## src/mcc_pkg.sv

```systemverilog
// Shared types, character constants and letter code tables for the Morse codec.
// Used by every module of the codec; depends on nothing else.
package mcc_pkg;

  localparam int QUEUE_DEPTH = 2;
  localparam int MAX_SYMBOLS = 4;
  localparam int LETTER_COUNT = 26;

  localparam logic [7:0] CHAR_SPACE = 8'h20;
  localparam logic [7:0] CHAR_DOT = 8'h2E;
  localparam logic [7:0] CHAR_DASH = 8'h2D;
  localparam logic [7:0] CHAR_UPPER_A = 8'h41;
  localparam logic [7:0] CHAR_UPPER_Z = 8'h5A;
  localparam logic [7:0] CHAR_LOWER_A = 8'h61;
  localparam logic [7:0] CHAR_LOWER_Z = 8'h7A;
  localparam logic [7:0] CASE_OFFSET = 8'h20;

  localparam logic OP_ENCODE = 1'b0;
  localparam logic OP_DECODE = 1'b1;

  // One queued job: either a Morse sequence (symbols then a space) or one byte.
  typedef struct packed {
    logic       morse;
    logic [2:0] len;
    logic [3:0] pat;
    logic [7:0] ch;
  } job_t;

  // Code of a letter by index: {length, pattern}, symbol k in bit k, 1 = dash.
  function automatic logic [6:0] letter_code(input logic [4:0] idx);
    logic [6:0] code;
    begin
      case (idx)
        5'd0: code = {3'd2, 4'b0010};
        5'd1: code = {3'd4, 4'b0001};
        5'd2: code = {3'd4, 4'b0101};
        5'd3: code = {3'd3, 4'b0001};
        5'd4: code = {3'd1, 4'b0000};
        5'd5: code = {3'd4, 4'b0100};
        5'd6: code = {3'd3, 4'b0011};
        5'd7: code = {3'd4, 4'b0000};
        5'd8: code = {3'd2, 4'b0000};
        5'd9: code = {3'd4, 4'b1110};
        5'd10: code = {3'd3, 4'b0101};
        5'd11: code = {3'd4, 4'b0010};
        5'd12: code = {3'd2, 4'b0011};
        5'd13: code = {3'd2, 4'b0001};
        5'd14: code = {3'd3, 4'b0111};
        5'd15: code = {3'd4, 4'b0110};
        5'd16: code = {3'd4, 4'b1011};
        5'd17: code = {3'd3, 4'b0010};
        5'd18: code = {3'd3, 4'b0000};
        5'd19: code = {3'd1, 4'b0001};
        5'd20: code = {3'd3, 4'b0100};
        5'd21: code = {3'd4, 4'b1000};
        5'd22: code = {3'd3, 4'b0110};
        5'd23: code = {3'd4, 4'b1001};
        5'd24: code = {3'd4, 4'b1101};
        5'd25: code = {3'd4, 4'b0011};
        default: code = 7'd0;
      endcase
      return code;
    end
  endfunction

  // Reverse lookup: {found, letter index} for a gathered code.
  function automatic logic [5:0] decode_letter(input logic [2:0] len, input logic [3:0] pat);
    logic [5:0] res;
    begin
      res = 6'd0;
      for (int i = LETTER_COUNT - 1; i >= 0; i--) begin
        if (letter_code(5'(i)) == {len, pat}) begin
          res = {1'b1, 5'(i)};
        end
      end
      return res;
    end
  endfunction

endpackage

```

## src/mcc_front.sv

```systemverilog
// Front end of the Morse codec: accepts items, holds the pending decode code
// and turns each item into at most one job for the queue. Depends on mcc_pkg.
module mcc_front
  import mcc_pkg::*;
(
  input  logic       clk,
  input  logic       rst,
  input  logic       in_valid,
  output logic       in_ready,
  input  logic       operation,
  input  logic [7:0] char_in,
  input  logic       end_of_text,
  input  logic       queue_full,
  output logic       push,
  output job_t       push_job
);

  logic [3:0] code_pattern, code_pattern_next;
  logic [2:0] code_length, code_length_next;
  logic       code_invalid, code_invalid_next;

  logic       accept;
  logic [7:0] upper;
  logic       is_letter;
  logic [4:0] letter_idx;
  logic [6:0] enc_code;
  logic       is_space;
  logic       is_sym;
  logic [3:0] g_pattern;
  logic [2:0] g_length;
  logic       g_invalid;
  logic       close;
  logic [5:0] lookup;

  assign in_ready = !queue_full;
  assign accept = in_valid && in_ready;

  // Encode classification: fold lower case onto upper case.
  always_comb begin
    upper = char_in;
    if (char_in inside {[CHAR_LOWER_A:CHAR_LOWER_Z]}) begin
      upper = char_in - CASE_OFFSET;
    end
    is_letter = upper inside {[CHAR_UPPER_A:CHAR_UPPER_Z]};
    letter_idx = 5'(upper - CHAR_UPPER_A);
    enc_code = letter_code(letter_idx);
    is_space = (char_in == CHAR_SPACE);
    is_sym = (char_in == CHAR_DOT) || (char_in == CHAR_DASH);
  end

  // Decode: gather a non-space byte into the pending code, then decide on closing.
  always_comb begin
    g_pattern = code_pattern;
    g_length = code_length;
    g_invalid = code_invalid;
    if (!is_space) begin
      if (is_sym && (code_length < 3'(MAX_SYMBOLS))) begin
        if (char_in == CHAR_DASH) begin
          g_pattern = code_pattern | (4'd1 << code_length[1:0]);
        end
      end else begin
        g_invalid = 1'b1;
      end
      if (code_length != 3'd7) begin
        g_length = code_length + 3'd1;
      end
    end
    close = (is_space || end_of_text) && (g_length != 3'd0);
    lookup = decode_letter(g_length, g_pattern);
  end

  // Job generation and next decode state.
  always_comb begin
    push = 1'b0;
    push_job = '0;
    code_pattern_next = code_pattern;
    code_length_next = code_length;
    code_invalid_next = code_invalid;
    if (accept) begin
      if (operation == OP_ENCODE) begin
        if (is_letter) begin
          push = 1'b1;
          push_job.morse = 1'b1;
          push_job.len = enc_code[6:4];
          push_job.pat = enc_code[3:0];
          push_job.ch = CHAR_SPACE;
        end else if (is_space) begin
          push = 1'b1;
          push_job.ch = CHAR_SPACE;
        end
      end else begin
        if (close) begin
          push = lookup[5] && !g_invalid;
          push_job.ch = CHAR_UPPER_A + {3'd0, lookup[4:0]};
          code_pattern_next = '0;
          code_length_next = '0;
          code_invalid_next = 1'b0;
        end else begin
          code_pattern_next = g_pattern;
          code_length_next = g_length;
          code_invalid_next = g_invalid;
        end
      end
    end
  end

  // Pending code registers.
  always_ff @(posedge clk) begin
    if (rst) begin
      code_pattern <= '0;
      code_length <= '0;
      code_invalid <= 1'b0;
    end else begin
      code_pattern <= code_pattern_next;
      code_length <= code_length_next;
      code_invalid <= code_invalid_next;
    end
  end

endmodule

```

## src/mcc_queue.sv

```systemverilog
// Short job queue between the front and back ends of the Morse codec.
// Depends on mcc_pkg for the job type.
module mcc_queue
  import mcc_pkg::*;
#(
  parameter int Depth = QUEUE_DEPTH
) (
  input  logic clk,
  input  logic rst,
  input  logic push,
  input  job_t push_job,
  input  logic pop,
  output logic full,
  output logic empty,
  output job_t head
);

  localparam int PtrW = $clog2(Depth);
  localparam int CntW = $clog2(Depth + 1);

  job_t            entries [Depth];
  logic [PtrW-1:0] wr_ptr;
  logic [PtrW-1:0] rd_ptr;
  logic [CntW-1:0] count;

  assign full = (count == CntW'(Depth));
  assign empty = (count == '0);
  assign head = entries[rd_ptr];

  // Entry storage.
  always_ff @(posedge clk) begin
    if (push) begin
      entries[wr_ptr] <= push_job;
    end
  end

  // Pointers and fill count.
  always_ff @(posedge clk) begin
    if (rst) begin
      wr_ptr <= '0;
      rd_ptr <= '0;
      count <= '0;
    end else begin
      if (push) begin
        wr_ptr <= (wr_ptr == PtrW'(Depth - 1)) ? '0 : wr_ptr + PtrW'(1);
      end
      if (pop) begin
        rd_ptr <= (rd_ptr == PtrW'(Depth - 1)) ? '0 : rd_ptr + PtrW'(1);
      end
      if (push && !pop) begin
        count <= count + CntW'(1);
      end else if (pop && !push) begin
        count <= count - CntW'(1);
      end
    end
  end

endmodule

```

## src/mcc_back.sv

```systemverilog
// Back end of the Morse codec: walks the head job into a registered output
// stage, one byte per cycle while that stage is free. Depends on mcc_pkg.
module mcc_back
  import mcc_pkg::*;
(
  input  logic       clk,
  input  logic       rst,
  input  logic       empty,
  input  job_t       head,
  output logic       pop,
  output logic       out_valid,
  input  logic       out_ready,
  output logic [7:0] char_out,
  output logic       last_of_run
);

  logic [2:0] idx, idx_next;
  logic       load;
  logic [2:0] total;
  logic [7:0] next_char;
  logic       next_last;

  // Select the byte at the current position of the head job.
  always_comb begin
    total = head.morse ? head.len + 3'd1 : 3'd1;
    next_last = (idx == total - 3'd1);
    if (head.morse && (idx < head.len)) begin
      next_char = head.pat[idx[1:0]] ? CHAR_DASH : CHAR_DOT;
    end else begin
      next_char = head.ch;
    end
    load = !empty && (!out_valid || out_ready);
    pop = load && next_last;
    idx_next = idx;
    if (load) begin
      idx_next = next_last ? 3'd0 : idx + 3'd1;
    end
  end

  // Position counter and output valid.
  always_ff @(posedge clk) begin
    if (rst) begin
      idx <= '0;
      out_valid <= 1'b0;
    end else begin
      idx <= idx_next;
      if (load) begin
        out_valid <= 1'b1;
      end else if (out_ready) begin
        out_valid <= 1'b0;
      end
    end
  end

  // Output payload register.
  always_ff @(posedge clk) begin
    if (load) begin
      char_out <= next_char;
      last_of_run <= next_last;
    end
  end

endmodule

```

## src/morse_code_codec.sv

```systemverilog
// Top level of the Morse codec for the 26 letters.
// Instantiates mcc_front, mcc_queue and mcc_back; depends on mcc_pkg.
//
// Input channel (in_valid/in_ready): one byte per transfer with operation
// (0 encode, 1 decode) and end_of_text. Output channel (out_valid/out_ready):
// one byte per transfer, last_of_run marks the final byte caused by an item.
// Encode: a letter gives its dots and dashes and a space (2 to 5 bytes), a
// space gives one space, anything else gives nothing. Decode: dots and dashes
// gather; a space or end_of_text closes the code and a known code gives its
// capital letter.
// The front end accepts an item and places its job in a queue of
// QueueDepth entries; in_ready falls only while that queue is full. The back
// end emits one byte per cycle from the queue head while the receiver takes
// them; the first byte of an item passes through the queue entry and the
// output register, and an item gives 1 to 5 result bytes.
// The serializer sets the rate: one result byte per cycle with a ready receiver.
// A stalled receiver holds the output register; the queue then fills and
// stalls the input. Reset empties the queue and clears the pending code.
module morse_code_codec
  import mcc_pkg::*;
#(
  parameter int QueueDepth = QUEUE_DEPTH
) (
  input  logic       clk,
  input  logic       rst,
  input  logic       in_valid,
  output logic       in_ready,
  input  logic       operation,
  input  logic [7:0] char_in,
  input  logic       end_of_text,
  output logic       out_valid,
  input  logic       out_ready,
  output logic [7:0] char_out,
  output logic       last_of_run
);

  logic push;
  job_t push_job;
  logic pop;
  logic full;
  logic empty;
  job_t head;

  mcc_front u_front (
    .clk         (clk),
    .rst         (rst),
    .in_valid    (in_valid),
    .in_ready    (in_ready),
    .operation   (operation),
    .char_in     (char_in),
    .end_of_text (end_of_text),
    .queue_full  (full),
    .push        (push),
    .push_job    (push_job)
  );

  mcc_queue #(
    .Depth (QueueDepth)
  ) u_queue (
    .clk      (clk),
    .rst      (rst),
    .push     (push),
    .push_job (push_job),
    .pop      (pop),
    .full     (full),
    .empty    (empty),
    .head     (head)
  );

  mcc_back u_back (
    .clk         (clk),
    .rst         (rst),
    .empty       (empty),
    .head        (head),
    .pop         (pop),
    .out_valid   (out_valid),
    .out_ready   (out_ready),
    .char_out    (char_out),
    .last_of_run (last_of_run)
  );

endmodule
```

## config.mk

```make
export PLATFORM = sky130hd
export DESIGN_NAME = morse_code_codec
export DESIGN_NICKNAME = d
export VERILOG_FILES = /design/src/mcc_pkg.sv /design/src/mcc_front.sv /design/src/mcc_queue.sv /design/src/mcc_back.sv /design/src/morse_code_codec.sv
export SDC_FILE = /design/constraint.sdc
export NUM_CORES = 1
export LEC_CHECK = 0
export BUFFER_PORTS_ARGS = -buffer_cell sky130_fd_sc_hd__clkbuf_2
export CAP_MARGIN = 10
export CORE_MARGIN = 5
export CORE_UTILIZATION = 55
export DETAILED_ROUTE_END_ITERATION = 12
export HOLD_SLACK_MARGIN = 0.02
export PLACE_DENSITY_LB_ADDON = 0.08
export SLEW_MARGIN = 40
export SYNTH_ARGS = -nofsm -noshare
export SYNTH_HDL_FRONTEND = slang
export SYNTH_HIERARCHICAL = 1
export SYNTH_SLANG_ARGS = --single-unit
```

## constraint.sdc

```tcl
create_clock -name clk -period 4.3 [get_ports clk]
set_input_delay 0.215 -clock clk [delete_from_list [all_inputs] [get_ports clk]]
set_output_delay 0.215 -clock clk [all_outputs]
set_load 0.02 [all_outputs]
```

* Yosys cells after proc, flatten, opt, wreduce, memory -nomap -nowiden
Memory sizes are Yosys's and may differ from the RTL's. A register that Yosys moved wholly into a read port is not among the register bits.
Index checks and enable logic that the tools add are counted.
** Word-level totals
- Register bits after elaboration :: 25
- RAM bits :: 32
- Bits in read-only memories :: 224
- Bits of input ports :: 14
- Logic and storage cells :: 154
- Memories kept :: 2
** Memory list
- (name not given) :: depth 32, width 7, rd ports 1, clocked after Yosys merged registers in 0, wr ports 0, RTL line mcc_pkg.sv:33 : case (idx)
- u_queue.entries :: depth 2, width 16, rd ports 1, clocked after Yosys merged registers in 1, wr ports 1, RTL line mcc_queue.sv:21 : job_t entries [Depth];
** Cells by class
- Add/sub/neg operators :: 11
- Magnitude comparators :: 7
- Equal/unequal tests :: 32
- Shifts and indexed selects :: 1
- Multiplexer cells :: 65
- Bitwise logic cells :: 1
- Reduce and logical (&&, ||, !) cells :: 25
** Operators with widths (number)
- 6-bit two-way mux :: 27
- 6-bit by 7-bit equality test with 1-bit output, first input constant :: 12
- 7-bit equality test, first input constant :: 12
- 8-bit two-way mux :: 7
- 8-bit by 6-bit equality test with 1-bit output, second input constant :: 3
- 1-bit two-way mux :: 17
- 8-bit by 7-bit greater-or-equal comparator with 1-bit output, second input constant :: 2
- 8-bit by 7-bit <= comparator with 1-bit output, second input constant :: 2
- 16-bit two-way mux :: 1
- 4-bit two-way mux :: 4
- 3-bit two-way mux :: 5
- 5-bit by 7-bit equality test with 1-bit output, first input constant :: 2
- 1-bit logical AND :: 11
- 3-bit by 1-bit adder with 3-bit output, second input constant :: 3
- 7-bit by 5-bit adder with 8-bit output, first input constant :: 1
- 8-bit by 6-bit subtractor with 8-bit output, second input constant :: 1
- 1-bit logical NOT :: 6
- 2-bit two-way mux :: 3
- 5-bit by 1-bit subtractor with 5-bit output, second input constant :: 1
- 4-bit bitwise OR :: 1
- 2-bit nonzero test :: 2
- 1-bit by 2-bit << shifter with 4-bit output, first input constant :: 1
- 3-bit equality test :: 1
- 1-bit logical OR :: 3
- other kinds (13) :: 14

* Depth between registers and ports, before layout
Gate-level depths: netlist of run 1.
- Depth in word-level cells :: 40
- Mapped depth :: 16
- Depth with buffers taken out :: 13

* Modules after synthesis
The synthesis of run 1 kept the hierarchy.
** Modules (own cells, without submodules)
- mcc_front :: instances 1, cells each 277, area each 1868.0 sq um, seq. area each 160.2 sq um
- mcc_queue :: instances 1, cells each 72, area each 1361.3 sq um, seq. area each 1061.0 sq um
- mcc_back :: instances 1, cells each 63, area each 739.5 sq um, seq. area each 350.3 sq um

* Worst setup path before layout of run 1
OpenSTA, ideal clock, no wires.
- Path type :: register to register
- From :: register u_front.code_length[1]
- To :: memory u_queue/entries[0][0] (netlist bit) (enable)
- Arrival time :: 3.221 ns
- Setup slack :: 0.689 ns
- Stages on the path, launching flop included :: 10
- Path buffers :: 1
- Clock period less this slack :: 3.611 ns
- Cell sequence :: dfxtp_1 > inv_1 > ha_1 > or3_1 > o22a_1 > buf_6 > o221a_2 > and4_1 > a221oi_1 > nor2b_1
** On the way
- Longest elaborated chain between the ends :: 38
- Elaborated cells on any way between the ends :: 74
- Classes of those cells :: add/sub (1); order compare (1); eq/ne (27); shift (1); mux (38); bitwise (1); reduce/logical (5)
** Ends and longest elaborated chain
- start: declaration :: RTL line mcc_front.sv:19 : logic [2:0] code_length, code_length_next;
- start signal: assignment :: RTL line mcc_front.sv:115 : code_length <= code_length_next;
- branches (longest 33 deep; another with 3-bit < comparator)
- 1-bit two-way mux (*) :: RTL line mcc_front.sv:92 : if (close) begin
- 1-bit two-way mux (*) :: RTL line mcc_front.sv:80 : if (operation == OP_ENCODE) begin
- 1-bit two-way mux (*) :: RTL line mcc_front.sv:79 : if (accept) begin
- via push :: RTL line morse_code_codec.sv:37 : logic push;
- 1-bit two-way mux (*) :: RTL line mcc_queue.sv:32 : if (push) begin
- 1-bit two-way mux (implied by the code) (*) :: RTL line mcc_queue.sv:33 : entries[wr_ptr] <= push_job;
- end: declaration :: RTL line mcc_queue.sv:21
Mark *: on every way through the listed nets, which the timed path passes.

* Final worst setup path of run 1
- From :: register u_front.code_length[0]
- To :: register u_queue.count[1]
** On the way
- Longest elaborated chain between the ends :: 39
- Elaborated cells on any way between the ends :: 77
- Classes of those cells :: add/sub (1); order compare (1); eq/ne (27); shift (1); mux (37); bitwise (1); reduce/logical (9)
** Ends and longest elaborated chain
- branches (longest 33 deep; another with 3-bit < comparator)
- 1-bit two-way mux (*) :: RTL line mcc_front.sv:92
- 1-bit two-way mux (*) :: RTL line mcc_front.sv:80
- 1-bit two-way mux (*) :: RTL line mcc_front.sv:79
- via push :: RTL line morse_code_codec.sv:37
- 1-bit logical NOT :: RTL line mcc_queue.sv:52 : end else if (pop && !push) begin
- 1-bit logical AND :: RTL line mcc_queue.sv:52
- 2-bit nonzero test (no source line)
- end signal: assignment :: RTL line mcc_queue.sv:51 : count <= count + CntW'(1);
- end signal: assignment :: RTL line mcc_queue.sv:53 : count <= count - CntW'(1);
- end: declaration :: RTL line mcc_queue.sv:24 : logic [CntW-1:0] count;
Marked as above.
A chain may end at the register's enable or synchronous reset.

==> flow_metrics.py, run 1 <==
metrics = {
    "layout": {
        "multiInputGateArea_um2": 2200,
        "fillers": 645,
        "utilization_pct": 61.1,
        "syn_to_final_growth_pct": 9.90,
        "finalNonFillerCells": 539,
        "drive_gt1_share_pct": 20.2,
        "fin_nets": 468,
        "diodes": 0,
        "stdcell_area_um2": 4360,
        "seq_area_um2": 1570,
    },
    "synth": {
        "yosysWarnings": 6,
        "synth_cell_types": 74,
        "synth_fp_nets": 445,
        "yosysSeqAreaShare_pct": 39.6,
        "synth_top_area_cell": "edfxtp_1",
        "synth-seq-cells": 58,
        "yosys-top-cells-area": "edfxtp_1 (31%), dfxtp_1 (8.6%), ha_1 (6.0%), mux2_2 (4.8%), nor2_1 (4.1%)",
        "synthCells": 412,
        "synth_most_common_cell": "nor2_1",
        "ys.flop_type": "edfxtp_1",
        "syn_area_um2": 3970,
        "synth.top_cell.area_share_pct": 31.0,
        "synth_edf_count": 41,
        "syn_avg_cell_area_um2": 9.63,
        "synth_top_cells_by_count": "nor2_1 (43), edfxtp_1 (41), a21oi_1 (30)",
        "synthArstFlopShare_pct": 0,
    },
    "floorplan": {
        "start_util_pct": 55.6,
        "core_area_um2": 7140,
        "dieArea_um2": 9010,
        "fp.dieW_um": 94.9,
        "io_pins": 25,
        "die_y_um": 94.9,
        "row_count": 31,
    },
    "clock_network": {
        "clock-sinks": 58,
        "clk_latency_ns": 0.33,
        "postCtsSetupBuffers": 0,
        "cts_root_buf": "clkbuf_8",
        "cts_buffers": 9,
        "cts_resized": 0,
        "htree_levels": 3,
        "cts_buffer_depth": 2,
        "cts_tree": "done",
        "path_clk_slew_ns": 0.07,
        "holdBufCountCts": 0,
    },
    "global_routing": {
        "grt_max_degree": 21,
        "grt_pass1_vias": 2835,
        "grt_usage_pct": 20.4,
        "antenna_found_initial": 0,
        "grt_pass1_wl_um": 14200,
        "grt_overflow": 0,
    },
    "drt": {
        "num_vias": 3182,
        "first_pass_iters": 6,
        "viasPerCell": 5.90,
        "routed_wl_um": 8550,
        "antenna_left": 0,
        "wl_per_cell_um": 15.9,
        "drc_errors": 0,
        "drt_iter0_drc": 223,
    },
    "flow_run": {
        "cap_violations": 0,
    },
    "timing": {
        "hold_violations": 0,
        "fmax_mhz": 262,
        "final.setup.worst_slack_ns": 0.477,
        "maxSlewHeadroom_pct": 51.2,
        "finClkSkew_ns": 0.0100,
        "drv_slew": 0,
        "period_minus_slack_ns": 3.82,
        "finalCritPeriodShare_pct": 88.9,
        "tns_ns": 0,
        "rsz0062_at_grt": "false",
        "finalSetupViolations": 0,
        "worst_pin_slew_ns": 0.727,
    },
    "placed_design": {
        "postPlaceCellArea_um2": 4150,
        "port_buffers": 24,
        "detailed_place_hpwl_um": 6190,
        "post-place-ws_ns": 0.357,
        "gp_congestion": 0.931,
        "dp.cells": 523,
    },
    "worst_setup_path": {
        "worstPathRequired_ns": 4.56,
        "arrival_ns": 4.09,
        "critPathKind": "reg -> reg",
        "cp-end-kind": "register",
        "crit_slowest_cell": "dfxtp_1",
        "slowest_delay_ns": 0.56,
        "crit_chain": "inv_1 -> ha_1 -> or3_1 -> o22a_1 -> nor3_1 -> a221oi_1 -> and4_1 -> a221oi_2 -> ha_1 -> or3_1 -> a21oi_1",
        "cp-start-kind": "register",
        "worstPathMaxFanout": 13,
    },
    "min_path": {
        "min_path_type": "in -> reg",
    },
    "pwr": {
        "pwr_density_cell_nw_per_um2": 436,
        "p_leak_uw": 0.00163,
        "irDropWorstVdd_mv": 0.162,
    },
    "run_status": {
        "outcome": "finished, final reports clean",
    },
}
final cells by class:
class	count	area share [%]
sequential	58	36.0
multi-input combinational	313	50.4
clock inverter	5	1.20
timing repair buffer	33	4.30
clock buffer	11	3.47
tap	99	2.84
inverter	20	1.72
cells in the final DEF, fill, tap and decap left out, types with 4 or more instances in the layout:
| master | n |
|---|---|
| nor2_1 | 43 |
| inv_1 | 20 |
| dfxtp_1 | 17 |
| nand3b_1 | 4 |
| clkbuf_2 | 24 |
| clkbuf_8 | 11 |
| a31oi_1 | 9 |
| mux2_2 | 17 |
| nor3_1 | 15 |
| nor2b_1 | 5 |
| nand2b_1 | 9 |
| o22ai_1 | 6 |
| xnor2_1 | 10 |
| or3_1 | 4 |
| ha_1 | 18 |
| nor4_1 | 4 |
| and2_1 | 7 |
| xor2_1 | 6 |
| nand2_1 | 22 |
| mux2i_1 | 7 |
| nand3_1 | 8 |
| a21oi_1 | 30 |
| buf_4 | 9 |
| edfxtp_1 | 41 |
| o21ai_0 | 23 |
per-stage QoR:
stage | power, uW | hold slack [ns]
after floorplan | 1260 | 0.280
after global placement | 1400 | 0.448
after detailed placement | 1410 | 0.470
after CTS | 1920 | 0.159
after global routing | 2020 | 0.170
final | 1900 | 0.173
worst paths after layout:
check / from / cells after the start / endpoint / slack (ns)
setup / recovery: u_front/code_length[0] / 11 / u_queue/count[1] / 0.48
hold / removal: out_ready / 3 / u_back/out_valid / 0.17
setup reg to reg: u_front/code_length[0] / 11 / u_queue/count[1] / 0.48
hold reg to reg: u_front/code_invalid / 2 / u_front/code_invalid / 0.50
where the power goes:
group	switching [uW]	internal, uW	total [uW]	leakage (uW)
combinational	368	267	635	0.00101
clock	212	296	508	0.000105
sequential	50.4	710	760	0.000518
total	631	1270	1900	0.00163
sequential cells by signal, summed over array words and instances, names as in the netlist, 2 cells and up, named ones only:
name,cells
u_back/char_out,8
u_front/code_pattern,4
u_back/idx,3
u_queue/entries,32
u_front/code_length,3
u_queue/count,2
kinds of logic (layout without fill, tap and decap cells):
logic type      count (synthesis)  in the layout  share of synthesized area [%]
simple gates                  144            144                           20.2
compound gates                108            108                           18.3
other cells                     1              1                         0.0945
fa+ha+maj                      19             19                           5.99
flops                          58             58                           39.6
mux                            25             25                           7.16
xor+xnor                       16             16                           3.53
buf+inv                        41             69                           5.20
worst max-delay path, delay by kind of cell (launching register included):
family | cells | cell delay [ns]
adder cells (fa/ha/maj) | 2 | 0.72
buffers and inverters | 1 | 0.16
AND/OR/NAND/NOR | 4 | 1.33
AO/OA/AOI/OAI | 4 | 0.99
flip-flops | 1 | 0.56
metal layers:
metal | GRT usage [%] | vias to the layer above | part of all wire (%)
li1 | - | 1578 | -
met1 | 28.3 | 1486 | 46
met2 | 31.5 | 108 | 47
met3 | 5.02 | 10 | 5.7
met4 | 5.65 | 0 | 1.1
met5 | 0 | - | 0
(Power assumes the default switching activity.)
==> inputs of run 2 (changes only) <==
- CORE_UTILIZATION: 55 -> 34
- MAX_ROUTING_LAYER: default -> met4
- SETUP_SLACK_MARGIN: default -> 0.5
==> run 2 against run 1 <==
  * Worst setup slack better by 0.32 ns
  * Sequential power about the same
  * Core utilization down 21 points
  * Hold slack better by 0.012 ns
  * Non-clock buffer count stayed put
  * Largest cell class unchanged
  * Largest power group is now the clock network
  * Highest routed layer unchanged
==> flow_metrics.py, run 2 (synthesis gave the netlist of run 1 again) <==
metrics = {
    "run_status": {
        "outcome": "finished, final reports clean",
    },
    "timing": {
        "hold_violations": 0,
        "tns_ns": 0,
        "worst_pin_slew_ns": 0.799,
        "final.setup.worst_slack_ns": 0.797,
        "finalCritPeriodShare_pct": 81.5,
        "fmax_mhz": 285,
        "rsz0062_at_grt": "false",
        "finClkSkew_ns": 0.00780,
        "drv_slew": 0,
        "worst_hold_slack_ns": 0.185,
        "period_minus_slack_ns": 3.50,
        "maxSlewHeadroom_pct": 46.5,
        "finalSetupViolations": 0,
    },
    "layout": {
        "stdcell_area_um2": 4580,
        "top_regs": "u_queue/entries (32), u_back/char_out (8), u_front/code_pattern (4)",
        "final_cell_mix": "nor2_1 (43), edfxtp_1 (41), a21oi_1 (30)",
        "drive_gt1_share_pct": 20.5,
        "diodes": 0,
        "fin_nets": 468,
        "largest-register": "u_queue/entries",
        "largest_reg_flops": 32,
        "layout_commonest_cell": "nor2_1",
        "syn_to_final_growth_pct": 15.4,
    },
    "worst_setup_path": {
        "crit_end": "u_queue/count[1]",
        "r2r-start": "u_front/code_length[0]",
        "startpoint": "char_in[1]",
        "cp-end-kind": "register",
        "reg2regPathDepth": 11,
        "reg2reg_slack_ns": 0.82,
        "worstPathMaxFanout": 10,
        "cp-start-kind": "input pin",
        "arrival_ns": 3.76,
        "reg2reg_to": "u_queue/count[1]",
        "worstPathRequired_ns": 4.55,
        "critPathKind": "in -> reg",
    },
    "floorplan": {
        "start_util_pct": 34.8,
        "die_y_um": 118,
        "core_area_um2": 11400,
        "io_pins": 25,
        "fp.dieW_um": 118,
        "row_count": 39,
        "dieArea_um2": 13900,
    },
    "flow_run": {
        "cap_violations": 0,
    },
    "drt": {
        "drc_errors": 0,
        "drt_iter0_drc": 210,
        "routed_wl_um": 9400,
        "first_pass_iters": 4,
        "viasPerCell": 5.31,
        "wl_per_cell_um": 16.1,
        "antenna_left": 0,
        "num_vias": 3097,
    },
    "clock_network": {
        "clk_latency_ns": 0.33,
        "cts_buffers": 9,
        "htree_levels": 3,
        "clock-sinks": 58,
        "cts_tree": "done",
        "cts_buffer_depth": 2,
        "postCtsSetupBuffers": 0,
        "cts_root_buf": "clkbuf_16",
        "path_clk_slew_ns": 0.06,
    },
    "min_path": {
        "min_path_type": "in -> reg",
    },
    "placed_design": {
        "gp_congestion": 0.864,
        "postPlaceCellArea_um2": 4200,
        "detailed_place_hpwl_um": 6770,
        "port_buffers": 24,
        "post-place-ws_ns": 0.395,
    },
    "global_routing": {
        "grt_usage_pct": 14.2,
        "grt_pass1_wl_um": 15800,
        "grt_max_degree": 21,
        "grt_pass1_vias": 3098,
        "grt_overflow": 0,
        "antenna_found_initial": 0,
    },
    "pwr": {
        "total_power_uw": 2210,
        "irDropWorstVdd_mv": 0.359,
        "p_leak_uw": 0.00170,
        "pwr_density_cell_nw_per_um2": 483,
    },
}
[run 2: changes by cell type in the layout (fill, tap and decap cells not counted), moves of 2 or more]
cell	previous run	this run
bufinv_16	1	3
clkinv_2	3	0
clkbuf_8	11	0
clkbuf_16	0	9
clkinv_4	0	3
[run 2: critical path, cell delays in order]
cell,delay (ns)
clkbuf_2,0.18
inv_1,0.19
ha_1,0.36
and4bb_4,0.34
nand2_1,0.14
o21ai_0,0.45
o32ai_1,0.19
nor4_1,0.68
a221oi_4,0.15
ha_1,0.36
or3_1,0.35
a21oi_1,0.13
[run 2: report_power, final]
part / total, uW / internal (uW) / switching (uW)
combinational: 615 / 252 / 363
clock: 833 / 570 / 262
sequential: 762 / 711 / 51.7
total: 2210 / 1530 / 677
[run 2: worst min-delay path by stage]
stage	startpoint	end	slack [ns]	cells after the start
6_report	out_ready	u_back/out_valid	0.19	3
5_1_grt	out_ready	u_back/out_valid	0.20	3
4_1_cts	out_ready	u_back/out_valid	0.18	3
3_5_place_dp	u_front/code_invalid	u_front/code_invalid	0.47	2
3_3_place_gp	u_front/code_invalid	u_front/code_invalid	0.45	2
2_1_floorplan	rst	u_back/idx[2]	0.28	1
[run 2: routing by layer]
layer / GRT usage, % / share of wire (%)
met3: 3.17 / 3.1
met2: 21.0 / 44
met5: - / 0
met1: 19.6 / 51
met4: 3.87 / 1.0
[run 2: final cells by class]
type                            instances  area, um^2
Sequential cell                        58        1570
Inverter                               20        75.1
Clock buffer                            9         225
Tap cell                              143         179
Timing Repair Buffer                   33         188
Fill cell                            1152        6840
Clock inverter                          7         125
Multi-Input combinational cell        313        2210
[run 2: stage by stage]
stage / util (%) / cells
floorplan: - / 412
global placement: 36.8 / 567
detailed placement: 36.8 / 567
CTS: 39.9 / 583
global route: 40.1 / 583
finish: 40.1 / 583
[run 2: what timing repair did]
item / 4_1_cts / 5_1_grt
endpoints found under the setup margin: 7 / 34
hold buffers: 0 / 0
resized for setup: 1 / 3
cloned: 0 / 0
==> inputs of run 3 (changes only) <==
- clock period: 4.3 -> 3.15 ns (I/O delays scaled with it)
==> run 3 against run 2 <==
  * Cell area increased by 12%
  * Via count grew 7.7%
  * Global-route usage grew 0.38 points
  * Final cell count is 7.5% higher
==> flow_metrics.py, run 3 (synthesis gave the netlist of run 1 again) <==
metrics = {
    "global_routing": {
        "grt_pass1_vias": 3311,
        "grt_use_met1_pct": 18.9,
        "grt_usage_pct": 14.6,
        "grt_overflow": 0,
        "busiest_layer": "met2",
        "use_met3_pct": 3.03,
        "grt_max_degree": 18,
        "grtUsageMet2_pct": 23.1,
        "antenna_found_initial": 0,
        "grt_pass1_wl_um": 16400,
    },
    "clock_network": {
        "cts_tree": "done",
        "clock-sinks": 58,
        "cts_buffers": 9,
        "clk_latency_ns": 0.32,
        "cts_buffer_depth": 2,
        "path_clk_slew_ns": 0.05,
        "htree_levels": 3,
        "cts_root_buf": "clkbuf_16",
    },
    "run_status": {
        "outcome": "finished, final reports clean",
    },
    "worst_setup_path": {
        "worstPathMaxFanout": 5,
        "cp-start-kind": "register",
        "startpoint": "u_front/code_length[0]",
        "r2r-start": "u_front/code_length[0]",
        "arrival_ns": 3.16,
        "critPathKind": "reg -> reg",
        "worstPathRequired_ns": 3.40,
        "cp-end-kind": "register",
    },
    "timing": {
        "tns_ns": 0,
        "worst_hold_slack_ns": 0.132,
        "finalCritPeriodShare_pct": 92.6,
        "drv_slew": 0,
        "finClkSkew_ns": 0.00630,
        "maxSlewHeadroom_pct": 48.6,
        "hold_violations": 0,
        "finalSetupViolations": 0,
        "fmax_mhz": 343,
        "period_minus_slack_ns": 2.92,
        "worst_pin_slew_ns": 0.766,
        "rsz0062_at_grt": "true",
    },
    "flow_run": {
        "cap_violations": 0,
    },
    "layout": {
        "syn_to_final_growth_pct": 29.5,
        "layout_commonest_cell": "buf_4",
        "fin_nets": 512,
        "final_cell_mix": "buf_4 (48), nor2_1 (41), edfxtp_1 (41)",
        "largest-register": "u_queue/entries",
        "drive_gt1_share_pct": 34.9,
        "largest_reg_flops": 32,
        "diodes": 0,
        "utilization_pct": 45.0,
        "top_regs": "u_queue/entries (32), u_back/char_out (8), u_front/code_pattern (4)",
    },
    "min_path": {
        "hold_start": "out_ready",
        "min_path_type": "in -> reg",
    },
    "pwr": {
        "power.share.switching_pct": 30.5,
        "pwr_density_cell_nw_per_um2": 582,
        "power.internal_uw": 2080,
        "combPwrFrac_pct": 31.7,
        "seq_power_share_pct": 34.5,
        "clkPwrFrac_pct": 33.7,
        "p_leak_uw": 0.00194,
        "irDropWorstVdd_mv": 0.563,
        "power_switching_uw": 912,
    },
    "floorplan": {
        "core_area_um2": 11400,
        "io_pins": 25,
        "die_y_um": 118,
        "start_util_pct": 34.8,
        "fp.dieW_um": 118,
        "row_count": 39,
        "dieArea_um2": 13900,
    },
    "drt": {
        "viasPerCell": 5.32,
        "antenna_left": 0,
        "drc_errors": 0,
        "routed_wl_um": 9670,
        "wl_per_cell_um": 15.4,
        "first_pass_iters": 4,
        "num_vias": 3336,
        "drt_iter0_drc": 135,
    },
    "placed_design": {
        "port_buffers": 24,
        "detailed_place_hpwl_um": 7130,
        "gp_congestion": 0.878,
    },
}
-- run 3: cell type report --
class | count | area (um^2)
Fill cell | 1128 | 6280
Multi-Input combinational cell | 313 | 2440
Sequential cell | 58 | 1580
Timing Repair Buffer | 77 | 554
Clock buffer | 10 | 229
Tap cell | 143 | 179
Clock inverter | 6 | 81.3
Inverter | 20 | 80.1
-- run 3: metal layers --
layer / share of wire (%) / vias up
li1: - / 1670
met1: 49 / 1589
met2: 47 / 63
met3: 3.1 / 14
met4: 1.5 / 0
met5: 0 / -
-- run 3: final timing paths --
kind                           to  slack, ns  cells after the start
max              u_queue/count[1]       0.23                     11
min              u_back/out_valid       0.13                      3
max reg2reg      u_queue/count[1]       0.23                     11
min reg2reg  u_front/code_invalid       0.47                      2
-- run 3: power by group through the flow --
stage          sequential (uW)  combinational [uW]  clock, uW
3_5_place_dp              1050                 924          0
6_report                  1030                 950       1010
4_1_cts                   1040                 949       1040
5_1_grt                   1050                1050       1080
3_3_place_gp              1040                 922          0
2_1_floorplan             1120                 620          0
-- run 3: worst max-delay path, cell delays in order (launching register included) --
cell,delay [ns]
dfxtp_4,0.38
inv_4,0.05
ha_4,0.23
or3_4,0.36
o22a_4,0.28
buf_6,0.14
o221a_2,0.28
and4_4,0.15
a221oi_4,0.23
ha_1,0.28
or3_1,0.34
a21oi_1,0.12
-- run 3: stage by stage --
step	total power (uW)	setup slack (ns)	instance area, um^2	instances
after floorplan	1740	0.168	4030	412
after global placement	1960	0.0469	4520	600
after detailed placement	1970	0.0677	4520	600
after CTS	3030	0.243	4970	622
after global routing	3180	0.129	5140	627
final	2990	0.233	5140	627
-- run 3: timing repair --
action / in CTS / in global routing
hold buffers: 0 / 0
gates cloned: 0 / 0
pin swaps: 6 / 11
gates resized for setup: 21 / 29
endpoints found under the setup margin: 43 / 43
setup buffers: 6 / 5
